--- config.mk ---
export PLATFORM = sky130hd
export DESIGN_NAME = shared_page_refcount_table
export DESIGN_NICKNAME = d
export VERILOG_FILES = /design/src/rtl/sprt_pkg.sv /design/src/rtl/sprt_ram.sv /design/src/rtl/sprt_ctrl.sv /design/src/rtl/sprt_dp.sv /design/src/rtl/shared_page_refcount_table.sv
export SDC_FILE = /design/constraint.sdc
export NUM_CORES = 2
export LEC_CHECK = 0
export BUFFER_PORTS_ARGS = -buffer_cell sky130_fd_sc_hd__buf_4
export CAP_MARGIN = 20
export CORE_MARGIN = 8
export CORE_UTILIZATION = 55
export DETAILED_ROUTE_END_ITERATION = 10
export GPL_TIMING_DRIVEN = 1
export PLACE_DENSITY = 0.73
export SLEW_MARGIN = 20
export SYNTH_ARGS = -nofsm -noshare
export SYNTH_HDL_FRONTEND = slang
export SYNTH_SLANG_ARGS = --single-unit
--- constraint.sdc ---
create_clock -name clock -period 4.7 [get_ports clock]
set_input_delay 0.47 -clock clock [delete_from_list [all_inputs] [get_ports clock]]
set_output_delay 0.47 -clock clock [all_outputs]
set_load 0.02 [all_outputs]
--- src/rtl/sprt_pkg.sv ---
package sprt_pkg;

   localparam int DEFAULT_TABLE_DEPTH = 64;
   localparam int DEFAULT_COUNT_BITS  = 16;
   localparam int PAGE_ADDR_BITS      = 32;
   localparam int RSP_COUNT_BITS      = 16;

   // request opcodes
   localparam logic OP_SHARE   = 1'b0;
   localparam logic OP_UNSHARE = 1'b1;

   // response status codes
   localparam logic STATUS_DONE = 1'b0;
   localparam logic STATUS_FULL = 1'b1;

   // controller to datapath
   typedef struct packed {
      logic load;    // capture request, restart scan
      logic scan;    // read table entry at scan index
      logic update;  // apply result, write table, issue response
   } dp_cmd_type;

   // datapath to controller
   typedef struct packed {
      logic scan_last;
   } dp_status_type;

endpackage

--- src/rtl/sprt_ram.sv ---
module sprt_ram #(
   parameter int WIDTH = 8,
   parameter int DEPTH = 64
) (
   input  logic                     clock,
   input  logic                     wr_en,
   input  logic [$clog2(DEPTH)-1:0] wr_addr,
   input  logic [WIDTH-1:0]         wr_data,
   input  logic                     rd_en,
   input  logic [$clog2(DEPTH)-1:0] rd_addr,
   output logic [WIDTH-1:0]         rd_data
);

   logic [WIDTH-1:0] mem_ff [DEPTH];
   logic [WIDTH-1:0] rd_data_ff;

   always_ff @(posedge clock) begin
      if (wr_en) begin
         mem_ff[wr_addr] <= wr_data;
      end
      if (rd_en) begin
         rd_data_ff <= mem_ff[rd_addr];
      end
   end

   assign rd_data = rd_data_ff;

endmodule

--- src/rtl/sprt_ctrl.sv ---
module sprt_ctrl (
   input  logic                   clock,
   input  logic                   reset,
   input  logic                   start,
   output logic                   busy,
   input  sprt_pkg::dp_status_type dp_status,
   output sprt_pkg::dp_cmd_type    dp_cmd
);

   import sprt_pkg::*;

   typedef enum logic [1:0] {
      ST_IDLE,
      ST_SCAN,
      ST_WAIT,
      ST_UPDATE
   } state_type;

   state_type state_ff, state_in;
   logic      busy_ff, busy_in;

   always_comb begin
      state_in = state_ff;
      case (state_ff)
         ST_IDLE: begin
            if (start) begin
               state_in = ST_SCAN;
            end
         end
         ST_SCAN: begin
            if (dp_status.scan_last) begin
               state_in = ST_WAIT;
            end
         end
         ST_WAIT:   state_in = ST_UPDATE;
         ST_UPDATE: state_in = ST_IDLE;
         default:   state_in = ST_IDLE;
      endcase
      busy_in = (state_in != ST_IDLE);
   end

   always_ff @(posedge clock) begin
      if (reset) begin
         state_ff <= ST_IDLE;
         busy_ff  <= 1'b0;
      end else begin
         state_ff <= state_in;
         busy_ff  <= busy_in;
      end
   end

   assign busy          = busy_ff;
   assign dp_cmd.load   = start & ~busy_ff;
   assign dp_cmd.scan   = (state_ff == ST_SCAN);
   assign dp_cmd.update = (state_ff == ST_UPDATE);

endmodule

--- src/rtl/sprt_dp.sv ---
module sprt_dp #(
   parameter int TABLE_DEPTH = sprt_pkg::DEFAULT_TABLE_DEPTH,
   parameter int COUNT_BITS  = sprt_pkg::DEFAULT_COUNT_BITS
) (
   input  logic                                clock,
   input  logic                                reset,
   input  sprt_pkg::dp_cmd_type                dp_cmd,
   output sprt_pkg::dp_status_type             dp_status,
   input  logic                                req_opcode,
   input  logic [sprt_pkg::PAGE_ADDR_BITS-1:0] req_page_addr,
   output logic                                rsp_valid,
   output logic                                rsp_status,
   output logic [sprt_pkg::RSP_COUNT_BITS-1:0] rsp_share_count,
   output logic                                rsp_was_present
);

   import sprt_pkg::*;

   localparam int IDX_BITS   = $clog2(TABLE_DEPTH);
   localparam int ENTRY_BITS = PAGE_ADDR_BITS + COUNT_BITS;

   logic                      op_ff;
   logic [PAGE_ADDR_BITS-1:0] addr_ff;
   logic [IDX_BITS-1:0]       scan_idx_ff, scan_idx_in;
   logic [IDX_BITS-1:0]       cmp_idx_ff;
   logic                      cmp_vld_ff;
   logic                      hit_ff, hit_in;
   logic [IDX_BITS-1:0]       hit_idx_ff, hit_idx_in;
   logic [COUNT_BITS-1:0]     hit_cnt_ff, hit_cnt_in;
   logic                      free_ff, free_in;
   logic [IDX_BITS-1:0]       free_idx_ff, free_idx_in;
   logic [TABLE_DEPTH-1:0]    valid_ff, valid_in;

   logic                      rsp_valid_ff, rsp_valid_in;
   logic                      rsp_status_ff, rsp_status_in;
   logic [RSP_COUNT_BITS-1:0] rsp_count_ff, rsp_count_in;
   logic                      rsp_present_ff, rsp_present_in;

   logic                      wr_en;
   logic [IDX_BITS-1:0]       wr_addr;
   logic [COUNT_BITS-1:0]     wr_cnt;
   logic [ENTRY_BITS-1:0]     rd_data;
   logic [PAGE_ADDR_BITS-1:0] rd_addr_field;
   logic [COUNT_BITS-1:0]     rd_cnt_field;
   logic                      cmp_entry_valid;
   logic [COUNT_BITS-1:0]     cnt_max;
   logic [COUNT_BITS-1:0]     cnt_reported;
   logic [RSP_COUNT_BITS+COUNT_BITS-1:0] cnt_wide;

   function automatic logic req_op_is_share(input logic op);
      return (op == OP_SHARE);
   endfunction

   sprt_ram #(
      .WIDTH (ENTRY_BITS),
      .DEPTH (TABLE_DEPTH)
   ) u_entry_ram (
      .clock   (clock),
      .wr_en   (wr_en),
      .wr_addr (wr_addr),
      .wr_data ({addr_ff, wr_cnt}),
      .rd_en   (dp_cmd.scan),
      .rd_addr (scan_idx_ff),
      .rd_data (rd_data)
   );

   assign rd_addr_field   = rd_data[ENTRY_BITS-1 -: PAGE_ADDR_BITS];
   assign rd_cnt_field    = rd_data[COUNT_BITS-1:0];
   assign cmp_entry_valid = valid_ff[cmp_idx_ff];
   assign cnt_max         = {COUNT_BITS{1'b1}};

   assign dp_status.scan_last = (scan_idx_ff == IDX_BITS'(TABLE_DEPTH - 1));

   // scan and compare: the compare stage works on each entry in the cycle after its read
   always_comb begin
      scan_idx_in = scan_idx_ff;
      hit_in      = hit_ff;
      hit_idx_in  = hit_idx_ff;
      hit_cnt_in  = hit_cnt_ff;
      free_in     = free_ff;
      free_idx_in = free_idx_ff;
      if (dp_cmd.load) begin
         scan_idx_in = '0;
         hit_in      = 1'b0;
         free_in     = 1'b0;
      end else begin
         if (dp_cmd.scan) begin
            scan_idx_in = scan_idx_ff + IDX_BITS'(1);
         end
         if (cmp_vld_ff) begin
            // keep the lowest match and the lowest free slot
            if (cmp_entry_valid && (rd_addr_field == addr_ff) && !hit_ff) begin
               hit_in     = 1'b1;
               hit_idx_in = cmp_idx_ff;
               hit_cnt_in = rd_cnt_field;
            end
            if (!cmp_entry_valid && !free_ff) begin
               free_in     = 1'b1;
               free_idx_in = cmp_idx_ff;
            end
         end
      end
   end

   // update step
   always_comb begin
      wr_en          = 1'b0;
      wr_addr        = hit_idx_ff;
      wr_cnt         = hit_cnt_ff;
      valid_in       = valid_ff;
      cnt_reported   = '0;
      rsp_valid_in   = dp_cmd.update;
      rsp_status_in  = STATUS_DONE;
      rsp_present_in = 1'b0;
      if (dp_cmd.update) begin
         if (req_op_is_share(op_ff)) begin
            if (hit_ff) begin
               wr_en          = 1'b1;
               wr_cnt         = (hit_cnt_ff == cnt_max) ? hit_cnt_ff
                                                        : hit_cnt_ff + COUNT_BITS'(1);
               cnt_reported   = wr_cnt;
               rsp_present_in = 1'b1;
            end else if (free_ff) begin
               wr_en                 = 1'b1;
               wr_addr               = free_idx_ff;
               wr_cnt                = COUNT_BITS'(1);
               valid_in[free_idx_ff] = 1'b1;
               cnt_reported          = COUNT_BITS'(1);
            end else begin
               rsp_status_in = STATUS_FULL;
            end
         end else if (hit_ff) begin
            cnt_reported   = hit_cnt_ff;
            rsp_present_in = 1'b1;
            if (hit_cnt_ff == '0) begin
               valid_in[hit_idx_ff] = 1'b0;
            end else begin
               wr_en  = 1'b1;
               wr_cnt = hit_cnt_ff - COUNT_BITS'(1);
            end
         end
      end
      cnt_wide     = {{RSP_COUNT_BITS{1'b0}}, cnt_reported};
      rsp_count_in = cnt_wide[RSP_COUNT_BITS-1:0];
   end

   always_ff @(posedge clock) begin
      if (reset) begin
         valid_ff     <= '0;
         cmp_vld_ff   <= 1'b0;
         rsp_valid_ff <= 1'b0;
      end else begin
         valid_ff     <= valid_in;
         cmp_vld_ff   <= dp_cmd.scan;
         rsp_valid_ff <= rsp_valid_in;
      end
   end

   always_ff @(posedge clock) begin
      if (dp_cmd.load) begin
         op_ff   <= req_opcode;
         addr_ff <= req_page_addr;
      end
      scan_idx_ff    <= scan_idx_in;
      cmp_idx_ff     <= scan_idx_ff;
      hit_ff         <= hit_in;
      hit_idx_ff     <= hit_idx_in;
      hit_cnt_ff     <= hit_cnt_in;
      free_ff        <= free_in;
      free_idx_ff    <= free_idx_in;
      rsp_status_ff  <= rsp_status_in;
      rsp_count_ff   <= rsp_count_in;
      rsp_present_ff <= rsp_present_in;
   end

   assign rsp_valid       = rsp_valid_ff;
   assign rsp_status      = rsp_status_ff;
   assign rsp_share_count = rsp_count_ff;
   assign rsp_was_present = rsp_present_ff;

endmodule

--- src/rtl/shared_page_refcount_table.sv ---
// Copy-on-write page share-count table. A request (req_opcode, req_page_addr) is
// taken on a clock edge with start high and busy low. A share request bumps the
// count of a matching page (saturating at all ones) or claims the lowest free
// entry with count 1; with no free entry it answers status full. An unshare
// request returns the old count and decrements it, or frees the entry when the
// old count was already zero; a miss answers zero. Each request yields exactly
// one response, shown for a single cycle with rsp_valid high; the receiver
// cannot stall it, so sample it on that cycle. To answer, the controller
// walks the whole entry memory one read per cycle, then passes a wait state
// for the last compare and an update state, whose result lands in the
// response register. The next request may be issued in the cycle the
// response is shown, as busy falls with the strobe; no request is taken
// while busy. Valid bits clear at reset; no clearing pass is needed, so the
// block takes requests right after reset.
module shared_page_refcount_table #(
   parameter int TABLE_DEPTH = sprt_pkg::DEFAULT_TABLE_DEPTH,
   parameter int COUNT_BITS  = sprt_pkg::DEFAULT_COUNT_BITS
) (
   input  logic                                clock,
   input  logic                                reset,
   input  logic                                start,
   output logic                                busy,
   input  logic                                req_opcode,
   input  logic [sprt_pkg::PAGE_ADDR_BITS-1:0] req_page_addr,
   output logic                                rsp_valid,
   output logic                                rsp_status,
   output logic [sprt_pkg::RSP_COUNT_BITS-1:0] rsp_share_count,
   output logic                                rsp_was_present
);

   import sprt_pkg::*;

   dp_cmd_type    dp_cmd;
   dp_status_type dp_status;

   // sequence the scan and the update step
   sprt_ctrl u_ctrl (
      .clock     (clock),
      .reset     (reset),
      .start     (start),
      .busy      (busy),
      .dp_status (dp_status),
      .dp_cmd    (dp_cmd)
   );

   // hold the request, the entry memory, valid bits and the response register
   sprt_dp #(
      .TABLE_DEPTH (TABLE_DEPTH),
      .COUNT_BITS  (COUNT_BITS)
   ) u_dp (
      .clock           (clock),
      .reset           (reset),
      .dp_cmd          (dp_cmd),
      .dp_status       (dp_status),
      .req_opcode      (req_opcode),
      .req_page_addr   (req_page_addr),
      .rsp_valid       (rsp_valid),
      .rsp_status      (rsp_status),
      .rsp_share_count (rsp_share_count),
      .rsp_was_present (rsp_was_present)
   );

`ifndef SYNTHESIS
   // a response strobe follows only an update step
   a_rsp_after_update: assert property (@(posedge clock) disable iff (reset)
      rsp_valid |-> $past(dp_cmd.update))
      else $error("response strobe without update step");

   // an update step always yields a response on the next cycle
   a_update_gives_rsp: assert property (@(posedge clock) disable iff (reset)
      dp_cmd.update |=> rsp_valid)
      else $error("update step without response strobe");

   // responses never come back to back: each needs a full scan
   a_rsp_single: assert property (@(posedge clock) disable iff (reset)
      rsp_valid |=> !rsp_valid)
      else $error("two response strobes in a row");

   // a table-full answer carries no count and no hit
   a_full_payload: assert property (@(posedge clock) disable iff (reset)
      (rsp_valid && rsp_status == STATUS_FULL) |->
         (rsp_share_count == '0 && !rsp_was_present))
      else $error("table full response with count or hit");
`endif

endmodule

==> impl_metrics.env <==
export IMPL_io_buffer_count=55
export IMPL_grt_max_degree=84
export IMPL_initial_core_util_pct=55.4
export IMPL_whs_endpoint="u_dp.addr_ff[3]$_DFFE_PP_"
export IMPL_wl_met1_um=120000
export IMPL_hold_depth=2
export IMPL_routed_wl_um=337000
export IMPL_yosysSeqAreaShare_pct=77.4
export IMPL_place_congestion=0.855
export IMPL_worst_pin_slew_ns=1.17
export IMPL_drive_gt1_share_pct=30.6
export IMPL_postSynthCellCount=5484
export IMPL_synth_flop_cell="edfxtp_1"
export IMPL_nNetsFinal=5964
export IMPL_worstPathMaxFanout=26
export IMPL_routed_via_count=62900
export IMPL_wl_per_cell_um=36.6
export IMPL_synth_simple_area_share_pct=1.66
export IMPL_synth_xor_area_share_pct=0.340
export IMPL_grt_pass1_wl_um=474000
export IMPL_wl_met3_um=40300
export IMPL_synth_adder_area_share_pct=0.0397
export IMPL_wl_met2_um=161000
export IMPL_fp_dieW_um=495
export IMPL_synth_edf_count=3181
export IMPL_startpoint_type="register"
export IMPL_htree_levels=5
export IMPL_drt_pass1_iterations=9
export IMPL_coreArea_um2=228000
export IMPL_synth_top_family_by_area="multiplexers"
export IMPL_synth_area_leaders="edfxtp_1, mux4_2, dfxtp_1"
export IMPL_netlist_area_leader_share_pct=75.8
export IMPL_rsz0062_at_grt="no"
export IMPL_postLayoutSetupSlackWorst_ns=0.556
export IMPL_cts_tree="done"
export IMPL_ys_async_sr_fraction_pct=0
export IMPL_pre_cts_ws_ns=0.645
export IMPL_end_kind="register"
export IMPL_fmax_mhz=241
export IMPL_fill_cells=14600
export IMPL_hold_path_class="in -> reg"
export IMPL_routed_top_layer="met5"
export IMPL_syn_area_um2=126000
export IMPL_avgSynthCellArea_um2=23.0
export IMPL_hold_viol=0
export IMPL_fin_setup_tns_ns=0
export IMPL_cap_violations=0
export IMPL_r2r_start="u_ctrl.state_ff[1]$_SDFF_PP0_"
export IMPL_clock_skew_ns=0.104
export IMPL_root_buffer="clkbuf_16"
export IMPL_min_period_ns=4.14
export IMPL_muxShareOfSynthArea_pct=17.7
export IMPL_die_area_um2=245000
export IMPL_slew_headroom_pct=22.3
export IMPL_vdd_ir_drop_worst_v=0.000366
export IMPL_clkTransAtPathRegs_ns=0.06
export IMPL_antenna_found_initial=11
export IMPL_slew_violations=0
export IMPL_ys_seq_elements=3282
export IMPL_cts_setup_buffers=0
export IMPL_hp_start="req_page_addr[3]"
export IMPL_cts_sink_count=3282
export IMPL_cts_buffers=337
export IMPL_clock_latency_ns=0.99
export IMPL_worst_ep_required_time_ns=5.27
export IMPL_rrSetupSlack_ns=0.56
export IMPL_num_rows=175
export IMPL_via_per_inst=6.85
export IMPL_die_y_um=495
export IMPL_run_status="complete, no violations"
export IMPL_first_iter_violations=9165
export IMPL_yosysUniqueCellTypes=65
export IMPL_syn_num_nets=5524
export IMPL_yosys_area_top_type="edfxtp_1"
export IMPL_grt_pass1_vias=63400
export IMPL_synth_most_common_cell="edfxtp_1"
export IMPL_ant_nets=0
export IMPL_power_density_nw_per_um2=455
export IMPL_arrival_ns=4.72
export IMPL_dp_hpwl_um=182000
export IMPL_reg2reg_depth=8
export IMPL_overflow=0
export IMPL_drc_errors=0
export IMPL_worstSetupPathType="reg -> reg"
export IMPL_fin_crit_sh_pct=88.2
export IMPL_clock_path_buffers=4
export IMPL_grtUsageTotal_pct=27.3
export IMPL_syn2layout_area_growth_pct=14.1
export IMPL_ys_warn_count=0
export IMPL_synth_compound_area_share_pct=1.73
export IMPL_ys_top_cells_by_count="edfxtp_1, mux4_2, clkbuf_1, a21oi_1, nor2_1"
export IMPL_io_pins=56
export IMPL_setup_violations=0
export IMPL_p_leak_nw=43.6
export IMPL_rr_endpoint="u_dp.u_entry_ram.mem_ff[53][41]$_DFFE_PP_"
[cell usage in the layout, fill, tap and decap left out, types with 5 or more instances in the layout]
cell	synthesis	routed
edfxtp_1	3181	3181
mux4_2	959	959
clkbuf_16	0	344
buf_4	13	288
a21oi_1	142	141
nand2_1	109	108
dfxtp_1	101	94
a211oi_1	81	81
buf_12	0	80
o21ai_0	84	78
mux2i_1	75	75
clkbuf_1	147	73
clkinv_1	1	65
nor2_4	0	64
nor2_1	127	63
nor2b_1	62	61
clkinv_2	0	61
dlygate4sd3_1	0	35
xor2_1	33	33
nor3_1	30	27
bufinv_16	0	27
nand3_1	20	20
nand2b_1	16	16
xnor2_1	16	16
nor4_1	16	15
inv_1	14	14
nand4_1	10	10
a21o_1	8	8
clkinvlp_4	0	8
o21ai_4	0	7
and3_1	7	7
a31oi_1	8	6
inv_6	0	6
dfxtp_4	0	6
or3_1	5	5
and2_1	5	5
[worst max-delay path: stages (launching register included)]
cell      delay [ns]
dfxtp_1         0.56
nand2_1         0.18
or3_1           0.41
mux2_1          0.34
a211oi_2        0.26
buf_4           0.19
nand2_1         0.26
nor2_4          0.91
buf_4           0.63
[through the flow]
stage | power (mW) | cells | util (%) | hold WS (ns) | cell area (um2)
3_3_place_gp | 40.2 | 8559 | 58.4 | 0.441 | 133000
5_1_grt | 67.2 | 9190 | 63.2 | 0.216 | 144000
3_5_place_dp | 40.3 | 8559 | 58.4 | 0.459 | 133000
4_1_cts | 65.8 | 9187 | 63.1 | 0.170 | 144000
6_report | 65.4 | 9191 | 63.2 | 0.240 | 144000
2_1_floorplan | 38.2 | 5484 | - | 0.329 | 126000
[timing repair]
action / CTS / global route
hold buffers: 35 / 0
hold endpoints to repair: 46 / 0
resized for setup: 0 / 0
[sequential cells by signal (all words and copies together), names as in the netlist]
name	count
u_dp.hit_ff	1
u_dp.rsp_status	1
u_dp.valid_ff	64
u_dp.cmp_vld_ff	1
u_dp.cmp_idx_ff	6
u_dp.u_entry_ram.mem_ff	3072
u_dp.hit_cnt_ff	16
u_dp.scan_idx_ff	6
u_dp.rsp_valid	1
u_dp.op_ff	1
u_ctrl.busy	1
u_dp.rsp_was_present	1
u_dp.u_entry_ram.rd_data	48
u_dp.free_idx_ff	6
u_dp.rsp_share_count	16
u_dp.free_ff	1
u_ctrl.state_ff	2
u_dp.addr_ff	32
u_dp.hit_idx_ff	6
[power by group]
part | leakage [nW] | internal (mW) | switching [mW]
registers | 29.4 | 32.1 | 0.237
clock network | 5.13 | 14.9 | 10.8
logic | 9.03 | 3.84 | 3.56
total | 43.6 | 50.8 | 14.6
[per-layer routing]
metal	GRT usage [%]	up-vias
met3	6.73	757
li1	-	24200
met4	11.1	10
met1	37.0	33300
met5	0	-
met2	43.3	4599
[how the worst max path moves through the flow]
stage,slack (ns),start,to
2_1_floorplan,0.27,u_dp.hit_ff$_SDFFE_PP0P_,u_dp.u_entry_ram.mem_ff[0][0]$_DFFE_PP_
3_3_place_gp,0.70,u_ctrl.state_ff[1]$_SDFF_PP0_,u_dp.u_entry_ram.mem_ff[53][35]$_DFFE_PP_
3_5_place_dp,0.65,u_ctrl.state_ff[1]$_SDFF_PP0_,u_dp.u_entry_ram.mem_ff[44][35]$_DFFE_PP_
4_1_cts,0.62,u_ctrl.state_ff[1]$_SDFF_PP0_,u_dp.u_entry_ram.mem_ff[44][31]$_DFFE_PP_
5_1_grt,0.43,u_ctrl.state_ff[1]$_SDFF_PP0_,u_dp.u_entry_ram.mem_ff[44][42]$_DFFE_PP_
6_report,0.56,u_ctrl.state_ff[1]$_SDFF_PP0_,u_dp.u_entry_ram.mem_ff[53][41]$_DFFE_PP_
[cell families after synthesis]
logic type               count (synthesis)
buffers and inverters                  319
AND/OR/NAND/NOR                        430
multiplexers                          1036
XOR/XNOR                                49
AO/OA/AOI/OAI                          364
adder cells (fa/ha/maj)                  4
flip-flops                            3282
[area by class of cell]
cell class | instances | area, um2 | area share [%]
antenna | 4 | 10.0 | 0.00696
sequential | 3282 | 97600 | 67.8
clock inverter | 171 | 1530 | 1.06
multi-input combinational | 1883 | 27800 | 19.3
clock buffer | 422 | 8930 | 6.21
inverter | 15 | 56.3 | 0.0391
tap | 3009 | 3760 | 2.62
timing repair buffer | 405 | 4140 | 2.88
No activity file was read; power rests on OpenSTA's default activity.
